`src/rtl/atilt_pkg.sv`:
```
// ----------------------------------------------------------------------------
// atilt_pkg: shared constants and tables for the tilt angle block
// Field widths, fixed-point formats, the CORDIC arctangent table and the
// radian to degree scale used by accel_tilt_angles_with_level_bias.
// ----------------------------------------------------------------------------
package atilt_pkg;

  // Default parameter values
  localparam int SAMPLE_BITS_DEF      = 16;
  localparam int ANGLE_ITERATIONS_DEF = 20;

  // Port field widths
  localparam int FIELD_W    = 16;
  localparam int IN_DATA_W  = 48;
  localparam int TILT_X_W   = 9;
  localparam int TILT_Y_W   = 10;
  localparam int OUT_DATA_W = 24;
  localparam int OUT_PAD_W  = OUT_DATA_W - TILT_X_W - TILT_Y_W;

  // CORDIC operands are Q16, angles are Q32 radians
  localparam int FRAC_BITS = 16;
  localparam int ANGLE_W   = 36;
  localparam int TAB_IDX_W = 5;

  localparam logic signed [ANGLE_W-1:0] QUARTER_TURN = 36'sd6746518852;

  // Shared multiplier and accumulator
  localparam int MUL_A_W   = 18;
  localparam int MUL_B_W   = 27;
  localparam int MUL_P_W   = MUL_A_W + MUL_B_W;
  localparam int MAG_SPLIT = 17;
  localparam int ACC_W     = 61;

  // 180/pi in Q20, product is Q52
  localparam logic [25:0] DEG_Q20  = 26'd60078979;
  localparam int          DEG_FRAC = 52;
  localparam int          DEG_W    = 10;

  // Stored level biases
  localparam int BIAS_X_W = 8;
  localparam int BIAS_Y_W = 9;

  // atan(2^-i) in Q32 radians, rounded to nearest
  function automatic logic signed [ANGLE_W-1:0] atan_q32(input logic [TAB_IDX_W-1:0] idx);
    logic signed [ANGLE_W-1:0] v;
    case (idx)
      5'd0:    v = 36'sd3373259426;
      5'd1:    v = 36'sd1991351318;
      5'd2:    v = 36'sd1052175346;
      5'd3:    v = 36'sd534100635;
      5'd4:    v = 36'sd268086748;
      5'd5:    v = 36'sd134174063;
      5'd6:    v = 36'sd67103403;
      5'd7:    v = 36'sd33553749;
      5'd8:    v = 36'sd16777131;
      5'd9:    v = 36'sd8388597;
      5'd10:   v = 36'sd4194303;
      default: v = 36'sd1 <<< (6'd32 - {1'b0, idx});
    endcase
    return v;
  endfunction

endpackage

```
`src/rtl/accel_tilt_angles_with_level_bias.sv`:
```
// ----------------------------------------------------------------------------
// accel_tilt_angles_with_level_bias: tilt angles from one accelerometer word
// Forms atan2(y, hypot(x,z)) and atan2(x, z) in whole degrees with a shared
// vectoring CORDIC, square root and multiplier, then removes level biases.
// ----------------------------------------------------------------------------
// The result is valid sooner when an angle has both operands zero, which skips
// its CORDIC iterations. The pace is set by the bit-serial square root and the
// CORDIC iterations run once per angle; a new word is accepted only in idle,
// once the previous word has left the sequencer.
// A result waiting in the output register does not block the next input word.
// Reset (synchronous, rst high) idles the sequencer, drops the output word and
// clears both level biases to zero.
module accel_tilt_angles_with_level_bias
  import atilt_pkg::*;
#(
  parameter int ANGLE_ITERATIONS = ANGLE_ITERATIONS_DEF,
  parameter int SAMPLE_BITS      = SAMPLE_BITS_DEF
) (
  input  logic                  clk,
  input  logic                  rst,
  input  logic                  s_axis_tvalid,
  output logic                  s_axis_tready,
  input  logic [IN_DATA_W-1:0]  s_axis_tdata,   // accel_x, accel_y, accel_z
  input  logic [0:0]            s_axis_tuser,   // kind
  output logic                  m_axis_tvalid,
  input  logic                  m_axis_tready,
  output logic [OUT_DATA_W-1:0] m_axis_tdata    // tilt_x, tilt_y, zero pad
);

  localparam int SB      = SAMPLE_BITS;
  localparam int CW      = SAMPLE_BITS + FRAC_BITS + 4;
  localparam int ROOT_W  = SAMPLE_BITS + FRAC_BITS;
  localparam int RAD_W   = 2 * ROOT_W;
  localparam int REM_W   = ROOT_W + 2;
  localparam int SQ_W    = 2 * SAMPLE_BITS;
  localparam int IT_W    = $clog2(ANGLE_ITERATIONS);
  localparam int RT_W    = $clog2(ROOT_W);
  localparam int STEP_W  = (IT_W > RT_W) ? IT_W : RT_W;
  localparam int DROP    = FIELD_W - SAMPLE_BITS;

  typedef enum logic [12:0] {
    S_IDLE   = 13'b0000000000001,
    S_SQX    = 13'b0000000000010,
    S_SQZ    = 13'b0000000000100,
    S_SQACC  = 13'b0000000001000,
    S_SQRT   = 13'b0000000010000,
    S_LOAD   = 13'b0000000100000,
    S_PRE    = 13'b0000001000000,
    S_ROT    = 13'b0000010000000,
    S_DLO    = 13'b0000100000000,
    S_DHI    = 13'b0001000000000,
    S_DACC   = 13'b0010000000000,
    S_DSTORE = 13'b0100000000000,
    S_OUT    = 13'b1000000000000
  } state_t;

  state_t state;

  // Sample and sequencing registers
  logic signed [SB-1:0]      xs, ys, zs;
  logic                      kind_r;
  logic                      sel;
  logic [STEP_W-1:0]         step;

  // Shared multiplier and accumulator
  logic signed [MUL_P_W-1:0] prod;
  logic [ACC_W-1:0]          acc_m;

  // Square root
  logic [RAD_W-1:0]          rad;
  logic [REM_W-1:0]          rem;
  logic [ROOT_W-1:0]         root;

  // CORDIC
  logic signed [CW-1:0]      cx, cy;
  logic signed [ANGLE_W-1:0] ang;

  // Angles, biases, output word
  logic signed [DEG_W-1:0]    ax, ay;
  logic signed [BIAS_X_W-1:0] bias_x;
  logic signed [BIAS_Y_W-1:0] bias_y;
  logic                       out_valid;
  logic [TILT_X_W-1:0]        out_tx;
  logic [TILT_Y_W-1:0]        out_ty;

  // Combinational helpers
  logic signed [SB-1:0]      in_x, in_y, in_z;
  logic signed [MUL_A_W-1:0] mul_a;
  logic signed [MUL_B_W-1:0] mul_b;
  logic [ANGLE_W-1:0]        mag;
  logic [REM_W-1:0]          rem_sh;
  logic [REM_W-1:0]          trial;
  logic [ACC_W-1:0]          sq_sum;
  logic signed [CW-1:0]      sh_x, sh_y;
  logic signed [ANGLE_W-1:0] tab;
  logic [DEG_W-1:0]          deg_mag;
  logic signed [DEG_W-1:0]   deg;
  logic                      out_free;
  logic [TILT_X_W-1:0]       tx_next;
  logic [TILT_Y_W-1:0]       ty_next;

  // Keep the top SAMPLE_BITS of each axis, rounding toward minus infinity
  assign in_x = SB'($signed(s_axis_tdata[FIELD_W-1:0]) >>> DROP);
  assign in_y = SB'($signed(s_axis_tdata[2*FIELD_W-1:FIELD_W]) >>> DROP);
  assign in_z = SB'($signed(s_axis_tdata[3*FIELD_W-1:2*FIELD_W]) >>> DROP);

  // Angle magnitude for the degree scaling
  assign mag = ang[ANGLE_W-1] ? ANGLE_W'(-ang) : ANGLE_W'(ang);

  // Select multiplier operands by sequencer step
  always_comb begin
    mul_a = '0;
    mul_b = '0;
    case (state)
      S_SQX: begin
        mul_a = MUL_A_W'(xs);
        mul_b = MUL_B_W'(xs);
      end
      S_SQZ: begin
        mul_a = MUL_A_W'(zs);
        mul_b = MUL_B_W'(zs);
      end
      S_DLO: begin
        mul_a = $signed({1'b0, mag[MAG_SPLIT-1:0]});
        mul_b = $signed({1'b0, DEG_Q20});
      end
      S_DHI: begin
        mul_a = $signed({1'b0, mag[2*MAG_SPLIT-1:MAG_SPLIT]});
        mul_b = $signed({1'b0, DEG_Q20});
      end
      default: begin
        mul_a = '0;
        mul_b = '0;
      end
    endcase
  end

  // Square root trial subtract, two radicand bits per step
  assign rem_sh = {rem[ROOT_W-1:0], rad[RAD_W-1 -: 2]};
  assign trial  = {root, 2'b01};
  assign sq_sum = acc_m + ACC_W'(prod[MUL_P_W-2:0]);

  // CORDIC shifts and table entry
  assign sh_x = cx >>> step;
  assign sh_y = cy >>> step;
  assign tab  = atan_q32(TAB_IDX_W'(step));

  // Round the Q52 product and restore the sign
  assign deg_mag = DEG_W'(acc_m[ACC_W-1:DEG_FRAC]);
  assign deg     = ang[ANGLE_W-1] ? -$signed(deg_mag) : $signed(deg_mag);

  // Result after bias removal; a level word reads zero
  assign out_free = !out_valid || m_axis_tready;
  assign tx_next  = kind_r ? '0 : TILT_X_W'(ax - DEG_W'(bias_x));
  assign ty_next  = kind_r ? '0 : TILT_Y_W'(ay - DEG_W'(bias_y));

  // Sequencer and datapath
  always_ff @(posedge clk) begin
    if (rst) begin
      state     <= S_IDLE;
      out_valid <= 1'b0;
      bias_x    <= '0;
      bias_y    <= '0;
    end else begin
      prod <= mul_a * mul_b;
      // Raise the output word from the output step, drop it once taken
      if (state == S_OUT && out_free) begin
        out_valid <= 1'b1;
      end else if (m_axis_tready) begin
        out_valid <= 1'b0;
      end
      case (state)
        S_IDLE: begin
          if (s_axis_tvalid) begin
            xs     <= in_x;
            ys     <= in_y;
            zs     <= in_z;
            kind_r <= s_axis_tuser[0];
            state  <= S_SQX;
          end
        end
        S_SQX: begin
          state <= S_SQZ;
        end
        S_SQZ: begin
          acc_m <= ACC_W'(prod[MUL_P_W-2:0]);
          state <= S_SQACC;
        end
        S_SQACC: begin
          rad   <= {sq_sum[SQ_W-1:0], (RAD_W-SQ_W)'(0)};
          rem   <= '0;
          root  <= '0;
          step  <= '0;
          state <= S_SQRT;
        end
        // One root bit per cycle
        S_SQRT: begin
          rad <= rad << 2;
          if (rem_sh >= trial) begin
            rem  <= rem_sh - trial;
            root <= {root[ROOT_W-2:0], 1'b1};
          end else begin
            rem  <= rem_sh;
            root <= {root[ROOT_W-2:0], 1'b0};
          end
          if (int'(step) == ROOT_W - 1) begin
            sel   <= 1'b0;
            state <= S_LOAD;
          end else begin
            step <= step + 1'b1;
          end
        end
        // Pick operands for the current angle
        S_LOAD: begin
          if (!sel) begin
            cx <= CW'({1'b0, root});
            cy <= CW'(ys) <<< FRAC_BITS;
          end else begin
            cx <= CW'(zs) <<< FRAC_BITS;
            cy <= CW'(xs) <<< FRAC_BITS;
          end
          ang   <= '0;
          state <= S_PRE;
        end
        // Both zero gives angle zero; negative x turns by a quarter turn
        S_PRE: begin
          step <= '0;
          if (cx == '0 && cy == '0) begin
            state <= S_DLO;
          end else begin
            if (cx[CW-1]) begin
              if (!cy[CW-1]) begin
                cx  <= cy;
                cy  <= -cx;
                ang <= QUARTER_TURN;
              end else begin
                cx  <= -cy;
                cy  <= cx;
                ang <= -QUARTER_TURN;
              end
            end
            state <= S_ROT;
          end
        end
        // One CORDIC rotation per cycle
        S_ROT: begin
          if (!cy[CW-1]) begin
            cx  <= cx + sh_y;
            cy  <= cy - sh_x;
            ang <= ang + tab;
          end else begin
            cx  <= cx - sh_y;
            cy  <= cy + sh_x;
            ang <= ang - tab;
          end
          if (int'(step) == ANGLE_ITERATIONS - 1) begin
            state <= S_DLO;
          end else begin
            step <= step + 1'b1;
          end
        end
        // Scale to degrees in two partial products
        S_DLO: begin
          acc_m <= ACC_W'(1) << (DEG_FRAC - 1);
          state <= S_DHI;
        end
        S_DHI: begin
          acc_m <= sq_sum;
          state <= S_DACC;
        end
        S_DACC: begin
          acc_m <= acc_m + (ACC_W'(prod[MUL_P_W-2:0]) << MAG_SPLIT);
          state <= S_DSTORE;
        end
        S_DSTORE: begin
          if (!sel) begin
            ax    <= deg;
            sel   <= 1'b1;
            state <= S_LOAD;
          end else begin
            ay    <= deg;
            state <= S_OUT;
          end
        end
        // Hand the word to the output register, update biases on a level word
        S_OUT: begin
          if (out_free) begin
            out_tx    <= tx_next;
            out_ty    <= ty_next;
            if (kind_r) begin
              bias_x <= BIAS_X_W'(ax);
              bias_y <= BIAS_Y_W'(ay);
            end
            state <= S_IDLE;
          end
        end
        default: begin
          state <= S_IDLE;
        end
      endcase
    end
  end

  assign s_axis_tready = (state == S_IDLE);
  assign m_axis_tvalid = out_valid;
  assign m_axis_tdata  = {OUT_PAD_W'(0), out_ty, out_tx};

  // A new result word appears only from the output step
  a_out_from_seq: assert property (@(posedge clk) disable iff (rst)
    $rose(m_axis_tvalid) |-> $past(state == S_OUT))
    else $error("output word raised outside the output step");

  // A level word always reports zero tilt
  a_level_zero: assert property (@(posedge clk) disable iff (rst)
    (state == S_OUT && out_free && kind_r) |=> (m_axis_tdata == '0))
    else $error("level word did not give zero tilt");

  // Rotation index stays inside the iteration count
  a_rot_bound: assert property (@(posedge clk) disable iff (rst)
    (state == S_ROT) |-> (int'(step) < ANGLE_ITERATIONS))
    else $error("CORDIC step beyond iteration count");

endmodule
```
`config.mk`:
```
export PLATFORM = sky130hd
export DESIGN_NAME = accel_tilt_angles_with_level_bias
export DESIGN_NICKNAME = d
export VERILOG_FILES = /design/src/rtl/atilt_pkg.sv /design/src/rtl/accel_tilt_angles_with_level_bias.sv
export SDC_FILE = /design/constraint.sdc
export NUM_CORES = 2
export LEC_CHECK = 0
export BUFFER_PORTS_ARGS = -buffer_cell sky130_fd_sc_hd__buf_2
export CELL_PAD_IN_SITES_DETAIL_PLACEMENT = 1
export CELL_PAD_IN_SITES_GLOBAL_PLACEMENT = 1
export CORE_MARGIN = 2
export CORE_UTILIZATION = 45
export DETAILED_ROUTE_END_ITERATION = 10
export PLACE_DENSITY_LB_ADDON = 0.1
export REMOVE_ABC_BUFFERS = 1
export SKIP_LAST_GASP = 1
export SLEW_MARGIN = 20
export SYNTH_ARGS = -nofsm -noshare
export SYNTH_HDL_FRONTEND = slang
export SYNTH_SLANG_ARGS = --single-unit
```
`constraint.sdc`:
```
create_clock -name clk -period 25.8 [get_ports clk]
set_input_delay 2.58 -clock clk [delete_from_list [all_inputs] [get_ports clk]]
set_output_delay 2.58 -clock clk [all_outputs]
set_load 0.01 [all_outputs]
```
==> impl_metrics.tcl <==
set metrics [dict create \
    clock_latency_ps 690 \
    crit_arrival_ps 10850 \
    drive_gt1_share_pct 7.70 \
    slew_headroom_pct 22.9 \
    cts_max_path_buffers 3 \
    crit_top_cell "fa_1" \
    rsz0062_at_grt "false" \
    drv_slew 0 \
    clkTransAtPathRegs_ps 60 \
    vias 47700 \
    finalHoldViolations 0 \
    cp.required_ps 26190 \
    cp-startpoint "ang[2]" \
    die_area_sq_um 126000 \
    grt.total_usage_pct 32.5 \
    slowest_delay_ps 800 \
    place_hpwl_um 160000 \
    synthArstFlopShare_pct 0 \
    fmax_mhz 95.6 \
    finalSetupTns_ps 0 \
    h-tree-depth 2 \
    netlist_instances 6097 \
    area_delta_synth_final_pct 6.72 \
    min_period_ps 10460 \
    outcome "completed" \
    synth_most_common_cell "inv_1" \
    fin_skew_ps 41.7 \
    r2r_slack_ps 15340 \
    yosys.area.top_type "edfxtp_1" \
    ctsRootBufferMaster "clkbuf_16" \
    ir_drop_mv 0.0511 \
    synth_adder_area_share_pct 24.5 \
    critPathSlowestCell "o221ai_2" \
    ys_warn_count 0 \
    multi_input_area_sq_um 39000 \
    cts_tree "done" \
    grt_pass1_wl_um 314000 \
    antenna_found_initial 7 \
    die_w_um 355 \
    drc 0 \
    setup_violations 0 \
    die_h_um 355 \
    ctsHoldBuffers 0 \
    period_share_pct 40.5 \
    muxShareOfSynthArea_pct 6.74 \
    avgSynthCellArea_sq_um 9.09 \
    routed_wl_um 206000 \
    wire_per_inst_um 26.7 \
    cts_buffers 55 \
    ys_seq_elements 433 \
    synth_edf_count 402 \
    netlist_area_sq_um 55400 \
    final_nets 6898 \
    dpl_cell_area_sq_um 57400 \
    synth_compound_area_share_pct 17.2 \
    ctsResizeCount 0 \
    grt_max_degree 139 \
    ios 79 \
    initial_core_util_pct 45.4 \
    synth_top_family_by_area "adder cells" \
    synth_cell_types 109 \
    power_per_cell_area_nw_per_um2 29.1 \
    synth.top_cell.area_share_pct 21.8 \
    seq_area_frac_synth_pct 22.9 \
    synth.area.top_cells "edfxtp_1, fa_1, ha_1" \
    grt_pass1_vias 49000 \
    synth-simple-area-share_pct 14.1 \
    ys.flop_type "edfxtp_1" \
    first_iter_violations 4578 \
    min_from "bias_y[4]" \
    fillers 14100 \
    cts.sinks 433 \
    synth_xor_area_share_pct 7.35 \
    overflow 0 \
    final_area_sq_um 59200 \
    gp_congestion 0.984 \
    port_buffers 73 \
    post_cts_buffers 0 \
    start_kind "flop" \
    hold_path.class "reg2reg" \
    cp_max_fo 14 \
    routed_via_density 6.20 \
    cp-end-kind "flop" \
    drtPass1Iterations 6 \
    core_area_sq_um 122000 \
    p_leak_nw 25.7 \
    route.antenna.remaining_nets 0 \
    ys_top_cells_by_count "inv_1, nand2_1, nor2_1" \
    r2r_start "ang[2]" \
    maxCapViolCount 0 \
    critPathKind "reg2reg" \
    ff_latch_area_sq_um 12700 \
    tightest_slew_ps 1150 \
    num_rows 128 \
]
==> layout by cell type (no fill, tap or decap), drive strengths merged, types with 44 or more instances in the layout <==
cell / netlist / final
ha: 372 / 372
nor2b: 58 / 58
o21ai: 293 / 293
fa: 447 / 447
nand3: 100 / 100
clkbuf: 214 / 63
a211oi: 44 / 44
xor2: 202 / 202
mux2i: 146 / 146
nor3: 95 / 95
o22ai: 54 / 54
and3: 58 / 58
o221ai: 63 / 63
nand2b: 52 / 52
edfxtp: 402 / 402
nor2: 490 / 490
and2: 60 / 60
inv: 686 / 688
a21oi: 377 / 377
a22oi: 48 / 48
a21o: 140 / 140
xnor2: 262 / 262
nand2: 567 / 567
mux4: 86 / 86
buf: 94 / 172
o21bai: 47 / 47
a31oi: 72 / 72
==> power by group <==
part / leakage [nW] / total, mW / switching, mW / internal [mW]
clock network: 0.855 / 0.778 / 0.345 / 0.432
registers: 3.98 / 0.788 / 0.0150 / 0.773
logic: 20.9 / 0.156 / 0.0967 / 0.0590
==> metal layers <==
metal  part of all wire (%)  routed length, um  global-route usage [%]  up-vias
met5                  0.012                 25                       0        -
met4                    2.7               5450                    8.27        4
met3                    8.8              18100                    6.52      283
met2                     43              88600                    49.0     1786
met1                     45              93300                    47.7    24300
li1                       -                  -                       -    21300
==> flip-flops by register name, indices dropped and copies added, names as in the netlist, 8 cells and up <==
| register | cells |
|---|---|
| out_tx | 9 |
| rem | 32 |
| out_ty | 10 |
| ay | 10 |
| prod | 44 |
| ys | 16 |
| bias_x | 8 |
| root | 32 |
| ax | 9 |
| xs | 16 |
| ang | 36 |
| cy | 36 |
| bias_y | 9 |
| rad | 32 |
| cx | 36 |
| zs | 16 |
| state | 13 |
| acc_m | 61 |
==> stage by stage <==
step / power (mW) / hold slack, ps / std cells / worst slack, ps / utilization, %
CTS: 1.73 / 453 / 7693 / 15350 / 48.5
detailed placement: 0.956 / 447 / 7594 / 15420 / 47.0
finish: 1.72 / 450 / 7696 / 15340 / 48.5
global route: 1.78 / 475 / 7694 / 14750 / 48.5
global placement: 0.952 / 438 / 7594 / 15610 / 47.0
floorplan: 0.896 / 426 / 5797 / 13860 / -
==> critical path, delay by kind of cell, from the launching register on <==
kind / cells / cell delay (ps)
XOR/XNOR: 2 / 250
AND/OR/NAND/NOR: 10 / 3140
adder cells (fa/ha/maj): 7 / 3510
AO/OA/AOI/OAI: 8 / 2510
buffers and inverters: 5 / 270
flip-flops: 1 / 490
==> cell families (layout without fill, tap and decap cells) <==
logic type	after synthesis	in the layout
simple gates	1671	1671
compound gates	1453	1453
buf+inv	994	957
fa+ha+maj	819	819
xor+xnor	464	464
flops	433	433
mux	262	262
other cells	1	12
==> path summary, 6_finish.rpt <==
| kind | depth (start not counted) | to |
|---|---|---|
| worst max-delay path | 32 | prod[42] |
| worst min-delay path | 2 | bias_y[4] |
| worst max register to register | 32 | prod[42] |
| worst min register to register | 2 | bias_y[4] |
==> layout make-up <==
cell class / instances / area share, %
multi-input combinational: 4678 / 65.9
sequential: 433 / 21.5
inverter: 686 / 4.35
tap: 1625 / 3.44
clock inverter: 36 / 0.586
clock buffer: 63 / 2.38
antenna: 3 / 0.0127
timing repair buffer: 172 / 1.92
No activity file was read; power rests on OpenSTA's default activity.
